--- config.mk ---
export PLATFORM = sky130hd
export DESIGN_NAME = status_led_animation_renderer
export DESIGN_NICKNAME = d
export VERILOG_FILES = /design/src/hdl/slar_pkg.sv /design/src/hdl/slar_phase.sv /design/src/hdl/status_led_animation_renderer.sv
export VERILOG_INCLUDE_DIRS = /design/src /design/src/hdl
export SDC_FILE = /design/constraint.sdc
export NUM_CORES = 1
export LEC_CHECK = 0
export ABC_AREA = 1
export BUFFER_PORTS_ARGS = -buffer_cell sky130_fd_sc_hd__buf_2
export CORE_UTILIZATION = 45
export DETAILED_ROUTE_END_ITERATION = 16
export GPL_ROUTABILITY_DRIVEN = 0
export MAX_ROUTING_LAYER = met4
export PLACE_DENSITY = 0.73
export SYNTH_ARGS = -nofsm -noshare
export SYNTH_HDL_FRONTEND = slang
export SYNTH_HIERARCHICAL = 1
export SYNTH_SLANG_ARGS = --single-unit
--- constraint.sdc ---
create_clock -name clock -period 7.5 [get_ports clock]
set_input_delay 1.5 -clock clock [delete_from_list [all_inputs] [get_ports clock]]
set_output_delay 1.5 -clock clock [all_outputs]
set_load 0.01 [all_outputs]
--- src/hdl/assert_macros.svh ---
// Assertion macros shared by the renderer RTL.
// Stand-alone header; no dependencies.
`ifndef ASSERT_MACROS_SVH
`define ASSERT_MACROS_SVH

// Clocked check, masked while reset is high.
`define SLAR_ASSERT(lbl, clk, rst, prop, msg) \
   lbl: assert property (@(posedge clk) disable iff (rst) prop) else $error(msg);

// Clocked check that also holds across reset.
`define SLAR_ASSERT_ALWAYS(lbl, clk, prop, msg) \
   lbl: assert property (@(posedge clk) prop) else $error(msg);

`endif

--- src/hdl/slar_pkg.sv ---
// Types, constants and level tables for the status LED animation renderer.
// No dependencies.
`default_nettype none

package slar_pkg;

   typedef enum logic [2:0] {
      MODE_ERROR,
      MODE_PAIR,
      MODE_ANALOG,
      MODE_DIGITAL,
      MODE_IDLE
   } mode_type;

   localparam int unsigned ERR_PERIOD  = 6;
   localparam int unsigned ERR_ON      = 3;
   localparam int unsigned PAIR_PERIOD = 20;
   localparam int unsigned DIG_PERIOD  = 50;
   localparam int unsigned IDLE_PERIOD = 60;
   localparam int unsigned PAIR_HALF   = PAIR_PERIOD / 2;
   localparam int unsigned DIG_HALF    = DIG_PERIOD / 2;
   localparam int unsigned IDLE_HALF   = IDLE_PERIOD / 2;
   localparam int unsigned DIG_FLOOR   = 64;
   localparam int unsigned DIG_PEAK    = 160;
   localparam int unsigned IDLE_FLOOR  = 40;
   localparam int unsigned LVL_MAX     = 255;
   localparam int unsigned AMBER_GREEN = 120;

   // Common period of all animations; frame is first reduced modulo this.
   localparam int unsigned PHASE_PERIOD = 300;
   // floor(s / 300) = (s * MOD_RECIP) >> MOD_SHIFT for s < 2^17.
   localparam int unsigned MOD_RECIP    = 223697;
   localparam int unsigned MOD_SHIFT    = 26;
   // Byte weights of a 32-bit word modulo 300.
   localparam int unsigned W_BYTE2      = 136;
   localparam int unsigned W_BYTE3      = 16;
   // floor(p * 120 / 65025) = (p * AMBER_RECIP) >> AMBER_SHIFT for p <= 65025.
   localparam int unsigned AMBER_RECIP  = 990766;
   localparam int unsigned AMBER_SHIFT  = 29;

   typedef logic [PAIR_PERIOD-1:0][7:0] pair_tab_type;
   typedef logic [DIG_PERIOD-1:0][7:0]  dig_tab_type;
   typedef logic [IDLE_PERIOD-1:0][7:0] idle_tab_type;

   function automatic pair_tab_type build_pair_tab();
      pair_tab_type t;
      for (int y = 0; y < PAIR_PERIOD; y++) begin
         if (y < PAIR_HALF) t[y] = 8'(y * LVL_MAX / PAIR_HALF);
         else t[y] = 8'(LVL_MAX - (y - PAIR_HALF) * LVL_MAX / PAIR_HALF);
      end
      return t;
   endfunction

   function automatic dig_tab_type build_dig_tab();
      dig_tab_type t;
      int          tri_v;
      for (int y = 0; y < DIG_PERIOD; y++) begin
         if (y < DIG_HALF) tri_v = y * LVL_MAX / DIG_HALF;
         else tri_v = LVL_MAX - (y - DIG_HALF) * LVL_MAX / DIG_HALF;
         t[y] = 8'(DIG_FLOOR + tri_v * (DIG_PEAK - DIG_FLOOR) / LVL_MAX);
      end
      return t;
   endfunction

   function automatic idle_tab_type build_idle_tab();
      idle_tab_type t;
      int           tri_v;
      for (int y = 0; y < IDLE_PERIOD; y++) begin
         if (y < IDLE_HALF) tri_v = y * LVL_MAX / IDLE_HALF;
         else tri_v = LVL_MAX - (y - IDLE_HALF) * LVL_MAX / IDLE_HALF;
         t[y] = 8'(IDLE_FLOOR + tri_v * (LVL_MAX - IDLE_FLOOR) / LVL_MAX);
      end
      return t;
   endfunction

   localparam pair_tab_type PAIR_TAB = build_pair_tab();
   localparam dig_tab_type  DIG_TAB  = build_dig_tab();
   localparam idle_tab_type IDLE_TAB = build_idle_tab();

endpackage

`default_nettype wire

--- src/hdl/slar_phase.sv ---
// Three-stage reduction of the 32-bit frame number modulo 300.
// Uses slar_pkg constants.
`default_nettype none

module slar_phase (
   input  wire logic        clock,
   input  wire logic [2:0]  adv,       // per-stage load enables
   input  wire logic [31:0] frame,
   output logic      [8:0]  phase      // frame mod 300
);

   logic [16:0] sum_in, sum_ff, sum2_ff;
   logic [34:0] prod;
   logic [8:0]  quo_in, quo_ff;
   logic [16:0] rem_full;
   logic [8:0]  phase_in, phase_ff;

   // stage 1: fold bytes with their weights mod 300 (max 104295)
   always_comb begin
      sum_in = 17'({frame[31:24], 4'b0})
             + 17'(frame[23:16]) * 17'(slar_pkg::W_BYTE2)
             + 17'({frame[15:8], 8'b0})
             + 17'(frame[7:0]);
   end

   // stage 2: quotient by reciprocal
   always_comb begin
      prod   = 35'(sum_ff) * 35'(slar_pkg::MOD_RECIP);
      quo_in = prod[slar_pkg::MOD_SHIFT +: 9];
   end

   // stage 3: remainder
   always_comb begin
      rem_full = sum2_ff - 17'(quo_ff) * 17'(slar_pkg::PHASE_PERIOD);
      phase_in = rem_full[8:0];
   end

   always_ff @(posedge clock) begin
      if (adv[0]) sum_ff <= sum_in;
      if (adv[1]) begin
         sum2_ff <= sum_ff;
         quo_ff  <= quo_in;
      end
      if (adv[2]) phase_ff <= phase_in;
   end

   assign phase = phase_ff;

endmodule

`default_nettype wire

--- src/hdl/status_led_animation_renderer.sv ---
// Status LED animation renderer, top level: six-stage pipeline from flags
// and frame number to one RGB beat. Uses slar_pkg, slar_phase, assert_macros.svh.
//
//   channel  | handshake              | payload
//   ---------+------------------------+----------------------------------------
//   req      | req_valid / req_ready  | error, pairing, connected, analog, frame
//   rsp      | rsp_valid / rsp_ready  | red, green, blue
//   csr      | csr_wr_en (no wait)    | csr_wr_data = max_brightness
//
// One beat enters per cycle unless stalled; rsp_valid is the stage-6 valid bit.
// Throughput is set by the per-stage valid/ready chain: every stage holds one beat.
// Stalls back up stage by stage; a stage refills as soon as its successor moves.
// Reset (synchronous) empties the pipeline and sets max_brightness to 255.
`default_nettype none

module status_led_animation_renderer (
   input  wire logic        clock,
   input  wire logic        reset,
   input  wire logic        req_valid,
   output logic             req_ready,
   input  wire logic        req_error_flag,
   input  wire logic        req_pairing_flag,
   input  wire logic        req_connected_flag,
   input  wire logic        req_analog_flag,
   input  wire logic [31:0] req_frame_count,
   output logic             rsp_valid,
   input  wire logic        rsp_ready,
   output logic      [7:0]  rsp_red,
   output logic      [7:0]  rsp_green,
   output logic      [7:0]  rsp_blue,
   input  wire logic        csr_wr_en,
   input  wire logic [7:0]  csr_wr_data
);

`include "assert_macros.svh"

   localparam int unsigned NSTG = 6;

   // ---- control: valid bits travel with the data ----
   logic [NSTG-1:0] vld_ff, vld_in;
   logic [NSTG:0]   rdy;     // rdy[i]: stage i may load this cycle

   always_comb begin
      rdy[NSTG] = rsp_ready;
      for (int i = NSTG - 1; i >= 0; i--) rdy[i] = !vld_ff[i] || rdy[i+1];
      vld_in[0] = rdy[0] ? req_valid : vld_ff[0];
      for (int i = 1; i < NSTG; i++) vld_in[i] = rdy[i] ? vld_ff[i-1] : vld_ff[i];
   end

   always_ff @(posedge clock) begin
      if (reset) vld_ff <= '0;
      else vld_ff <= vld_in;
   end

   assign req_ready = rdy[0];
   assign rsp_valid = vld_ff[NSTG-1];

   // ---- brightness register ----
   logic [7:0] max_ff;
   always_ff @(posedge clock) begin
      if (reset) max_ff <= 8'd255;
      else if (csr_wr_en) max_ff <= csr_wr_data;
   end

   // ---- stages 1..3: mode decode, frame mod 300 ----
   slar_pkg::mode_type mode_in, mode1_ff, mode2_ff, mode3_ff, mode4_ff, mode5_ff;
   logic [8:0] phase;

   // priority: error > pairing > connected (analog/digital) > idle
   always_comb begin
      if (req_error_flag) mode_in = slar_pkg::MODE_ERROR;
      else if (req_pairing_flag) mode_in = slar_pkg::MODE_PAIR;
      else if (req_connected_flag && req_analog_flag) mode_in = slar_pkg::MODE_ANALOG;
      else if (req_connected_flag) mode_in = slar_pkg::MODE_DIGITAL;
      else mode_in = slar_pkg::MODE_IDLE;
   end

   slar_phase u_phase (
      .clock (clock),
      .adv   (rdy[2:0]),
      .frame (req_frame_count),
      .phase (phase)
   );

   // ---- stage 4: sub-periods and animation level ----
   logic [2:0] q60, q50;
   logic [3:0] q6;
   logic [1:0] q20;
   logic [5:0] r60, r50;
   logic [4:0] r20;
   logic [2:0] r6;
   logic [7:0] level_in, level_ff;

   always_comb begin
      q60 = '0;
      for (int k = 1; k < slar_pkg::PHASE_PERIOD / slar_pkg::IDLE_PERIOD; k++)
         if (phase >= 9'(k * slar_pkg::IDLE_PERIOD)) q60 = 3'(k);
      r60 = 6'(phase - 9'(q60) * 9'(slar_pkg::IDLE_PERIOD));

      q50 = '0;
      for (int k = 1; k < slar_pkg::PHASE_PERIOD / slar_pkg::DIG_PERIOD; k++)
         if (phase >= 9'(k * slar_pkg::DIG_PERIOD)) q50 = 3'(k);
      r50 = 6'(phase - 9'(q50) * 9'(slar_pkg::DIG_PERIOD));

      // 6 and 20 both divide 60
      q6 = '0;
      for (int k = 1; k < slar_pkg::IDLE_PERIOD / slar_pkg::ERR_PERIOD; k++)
         if (r60 >= 6'(k * slar_pkg::ERR_PERIOD)) q6 = 4'(k);
      r6 = 3'(r60 - 6'(q6) * 6'(slar_pkg::ERR_PERIOD));

      q20 = '0;
      for (int k = 1; k < slar_pkg::IDLE_PERIOD / slar_pkg::PAIR_PERIOD; k++)
         if (r60 >= 6'(k * slar_pkg::PAIR_PERIOD)) q20 = 2'(k);
      r20 = 5'(r60 - 6'(q20) * 6'(slar_pkg::PAIR_PERIOD));
   end

   always_comb begin
      unique case (mode3_ff)
         slar_pkg::MODE_ERROR:   level_in = (r6 < 3'(slar_pkg::ERR_ON)) ? 8'd255 : 8'd0;
         slar_pkg::MODE_PAIR:    level_in = slar_pkg::PAIR_TAB[r20];
         slar_pkg::MODE_ANALOG:  level_in = 8'd255;
         slar_pkg::MODE_DIGITAL: level_in = slar_pkg::DIG_TAB[r50];
         slar_pkg::MODE_IDLE:    level_in = slar_pkg::IDLE_TAB[r60];
         default:                level_in = 8'd0;
      endcase
   end

   // ---- stage 5: level * brightness ----
   logic [15:0] scale_in, scale_ff;
   assign scale_in = 16'(level_ff) * 16'(max_ff);

   // ---- stage 6: divide by 65025 per hue, output register ----
   // Full-hue channels: scale / 255, exact below 65280.
   // Amber green (hue 120): reciprocal multiply.
   logic [16:0] div_sum;
   logic [7:0]  full_ch, amber_g;
   logic [35:0] amber_prod;
   logic [7:0]  red_in, green_in, blue_in;
   logic [7:0]  red_ff, green_ff, blue_ff;

   always_comb begin
      div_sum    = 17'(scale_ff) + 17'd1 + 17'(scale_ff[15:8]);
      full_ch    = div_sum[15:8];
      amber_prod = 36'(scale_ff) * 36'(slar_pkg::AMBER_RECIP);
      amber_g    = 8'(amber_prod >> slar_pkg::AMBER_SHIFT);
   end

   always_comb begin
      red_in   = 8'd0;
      green_in = 8'd0;
      blue_in  = 8'd0;
      unique case (mode5_ff) inside
         slar_pkg::MODE_ERROR: red_in = full_ch;
         slar_pkg::MODE_PAIR:  blue_in = full_ch;
         slar_pkg::MODE_ANALOG, slar_pkg::MODE_DIGITAL: green_in = full_ch;
         slar_pkg::MODE_IDLE: begin
            red_in   = full_ch;
            green_in = amber_g;
         end
         default: red_in = 8'd0;
      endcase
   end

   // ---- payload registers ----
   always_ff @(posedge clock) begin
      if (rdy[0]) mode1_ff <= mode_in;
      if (rdy[1]) mode2_ff <= mode1_ff;
      if (rdy[2]) mode3_ff <= mode2_ff;
      if (rdy[3]) begin
         mode4_ff <= mode3_ff;
         level_ff <= level_in;
      end
      if (rdy[4]) begin
         mode5_ff <= mode4_ff;
         scale_ff <= scale_in;
      end
      if (rdy[5]) begin
         red_ff   <= red_in;
         green_ff <= green_in;
         blue_ff  <= blue_in;
      end
   end

   assign rsp_red   = red_ff;
   assign rsp_green = green_ff;
   assign rsp_blue  = blue_ff;

   // ---- checks ----
   `SLAR_ASSERT_ALWAYS(a_reset_empties, clock, reset |=> vld_ff == '0, "pipeline not empty after reset")
   `SLAR_ASSERT(a_phase_range, clock, reset, vld_ff[3] |-> phase < 9'(slar_pkg::PHASE_PERIOD), "phase out of range")
   `SLAR_ASSERT(a_blue_alone, clock, reset, rsp_valid |-> (rsp_blue == 8'd0 || (rsp_red == 8'd0 && rsp_green == 8'd0)), "blue mixed with other channels")
   `SLAR_ASSERT(a_amber_ratio, clock, reset, (vld_ff[4] && rdy[5] && mode5_ff == slar_pkg::MODE_IDLE) |=> rsp_green <= rsp_red, "amber green above red")

endmodule

`default_nettype wire

==> flow_summary.toml <==
[global_route]
grt_pass1_vias = 16793
antenna_found_initial = 0
grt_pass1_wl_mm = 80.07
grtUsageTotal_pct = 21.74
grt_overflow = 0
grt_max_degree = 27

[logic_synthesis]
postSynthCellCount = 2444
syn_nets = 3127
syn_avg_cell_area_um2 = 8.539
synth_seq_area_share_pct = 16.45
synth_ff_type = "edfxtp_1"
synth_top_area_share_pct = 24.36
synth-seq-cells = 119
async_flop_share_pct = 0
synth_commonest_cells = "552 x inv_1, 439 x nand2_1, 380 x ha_1"
synth_area_um2 = 20870
synth_area_leaders = "fa_1 24%, ha_1 23%, edfxtp_1 15%"
synth_largest_area_cell = "fa_1"
synth_cell_types = 57
synth_warnings = 6
synth_edf_count = 105
yosysMostFrequentCell = "inv_1"

[detailed_routing]
ant_nets = 0
drt_first_iter_violations = 1250
vias = 16225
wl_per_cell_um = 15.30
first_pass_iters = 6
vias_per_cell = 5.197
drc = 0
wirelength_mm = 47.77

[die]
die-area_um2 = 47240
start_util_pct = 45.79
io_pins = 75
die_height_um = 217.4
die_x_um = 217.4
rows = 78
core_um2 = 45580

[clocking]
ctsResizeCount = 0
cts.sinks = 119
cts_setup_buffers = 0
cts-root-buf = "clkbuf_16"
cts_buffer_depth = 2
clk_pin_slew_ns = 0.05
htreeDepth = 4
cts_tree = "yes"
hold_buffers = 0
cts_made_buffers = 17
clk-insertion-delay-late_ns = 0.44

[critical_path]
worstSetupEndpointType = "flop"
startpoint_type = "flop"
crit_type = "reg2reg"
crit_fanout = 7
critPathArrivalTime_ns = 6.12
cp_data_required_time_ns = 7.69

[layout]
syn_to_final_growth_pct = 7.590
fin_area_um2 = 22450
final_nets = 3193
drive_above_1_share_pct = 6.463
fill_cells = 4208
fin_cells = 3122
insertedDiodeCount = 0

[flow_run]
drv_cap = 0

[place]
portBuffers = 74
place_hpwl_mm = 40.71
place_ws_ns = 1.657
dp_cells = 3091
postPlaceCellArea_um2 = 21890

[sta]
tns_ns = 0
period_share_pct = 79.09
setup_viol = 0
worst_pin_slew_ns = 1.026
fin_ws_ns = 1.568
slew_violations = 0
max_freq_mhz = 168.6
rsz0062_at_grt = "false"
relSlewSlack_pct = 31.47
hold_violations = 0
fin_skew_ns = 0.008780
min_period_ns = 5.932

[worst_hold_path]
hp-class = "reg2reg"

[run_status]
status = "finished, final reports clean"
## cell usage in the layout, fill, tap and decap left out, types with 4 or more instances in the layout
cell type    n
nand4_1     14
o22ai_1      5
dfxtp_1     14
o21ai_0     74
o211ai_1    12
inv_2       12
nand3_1     78
nand2_1    439
edfxtp_1   105
buf_2       74
o21ai_1      7
nor2_2       7
nor3_1      14
a21o_1       8
nand3b_1     9
o21ai_2      5
a31oi_1      7
clkbuf_16   17
or2_2        7
nand2_2     11
a211oi_1     6
a21oi_1    111
a22oi_1      4
clkinv_1     7
o21bai_1    12
xnor2_1     22
nor2_1     161
o21a_1       4
o2111ai_1    4
inv_1      552
xor2_1      32
ha_1       380
nand3_2      5
fa_1       254
## layout make-up
type | count | area, um2 | share of cell area, %
clock inverters | 12 | 135.1 | 0.6018
well taps | 600 | 750.7 | 3.343
flip-flops and latches | 119 | 3433 | 15.29
repair buffers | 76 | 385.4 | 1.716
clock buffers | 19 | 432.9 | 1.928
multi-input cells | 1729 | 15190 | 67.63
inverters | 567 | 2131 | 9.490
## final timing paths
path / startpoint / endpoint / slack [ns] / depth (start not counted)
setup / recovery: scale_ff[4] / rsp_green[4] / 1.57 / 19
setup reg to reg: scale_ff[4] / rsp_green[4] / 1.57 / 19
hold / removal: mode1_ff[2] / mode2_ff[2] / 0.42 / 0
hold reg to reg: mode1_ff[2] / mode2_ff[2] / 0.42 / 0
## flip-flops by register name, summed over array words and instances, names as in the netlist, 8 cells and up
| name | cells |
|---|---|
| u_phase/sum_ff | 17 |
| scale_ff | 16 |
| u_phase/phase | 9 |
| u_phase/sum2_ff | 9 |
| level_ff | 8 |
| max_ff | 8 |
| rsp_blue | 8 |
| rsp_green | 8 |
| rsp_red | 8 |
## stage by stage
step	hold WS, ns	utilization (%)
CTS	0.4199	49.27
finish	0.4181	49.27
detailed placement	0.4070	48.02
floorplan	0.4003	-
global placement	0.4036	48.02
global route	0.4367	49.27
## cell families (layout without fill, tap and decap cells)
group,Yosys count,count (layout),share of synthesized area [%]
xor gates and xnor gates,55,55,2.344
AOI/OAI and AO/OA,272,272,7.506
adders and majority gates,634,634,47.15
DFF,119,119,16.45
and+or+nand+nor,768,768,15.77
buffers and inverters,596,674,10.79
## worst max-delay path: stages, from the launching register on
cell	delay, ns
edfxtp_1	0.53
fa_1	0.62
inv_1	0.09
fa_1	0.61
fa_1	0.46
fa_1	0.49
inv_1	0.06
fa_1	0.50
fa_1	0.49
ha_1	0.34
nand2_1	0.13
nor2_1	0.06
nor2_1	0.16
nand2_1	0.07
a211oi_1	0.45
o21ai_0	0.13
a21boi_0	0.24
nand3_1	0.11
nand3_1	0.09
nand2_1	0.05
## metal layers
metal | vias up | GRT usage, % | routed length [um]
met5 | - | - | 0
li1 | 7889 | - | -
met2 | 487 | 38.31 | 24160
met3 | 99 | 2.963 | 2148
met4 | 0 | 6.620 | 1211
met1 | 7750 | 25.62 | 20250
Power is left out: the tool's default activity adds up to more than one toggle a clock period on the data nets, which glitch-free logic cannot reach.
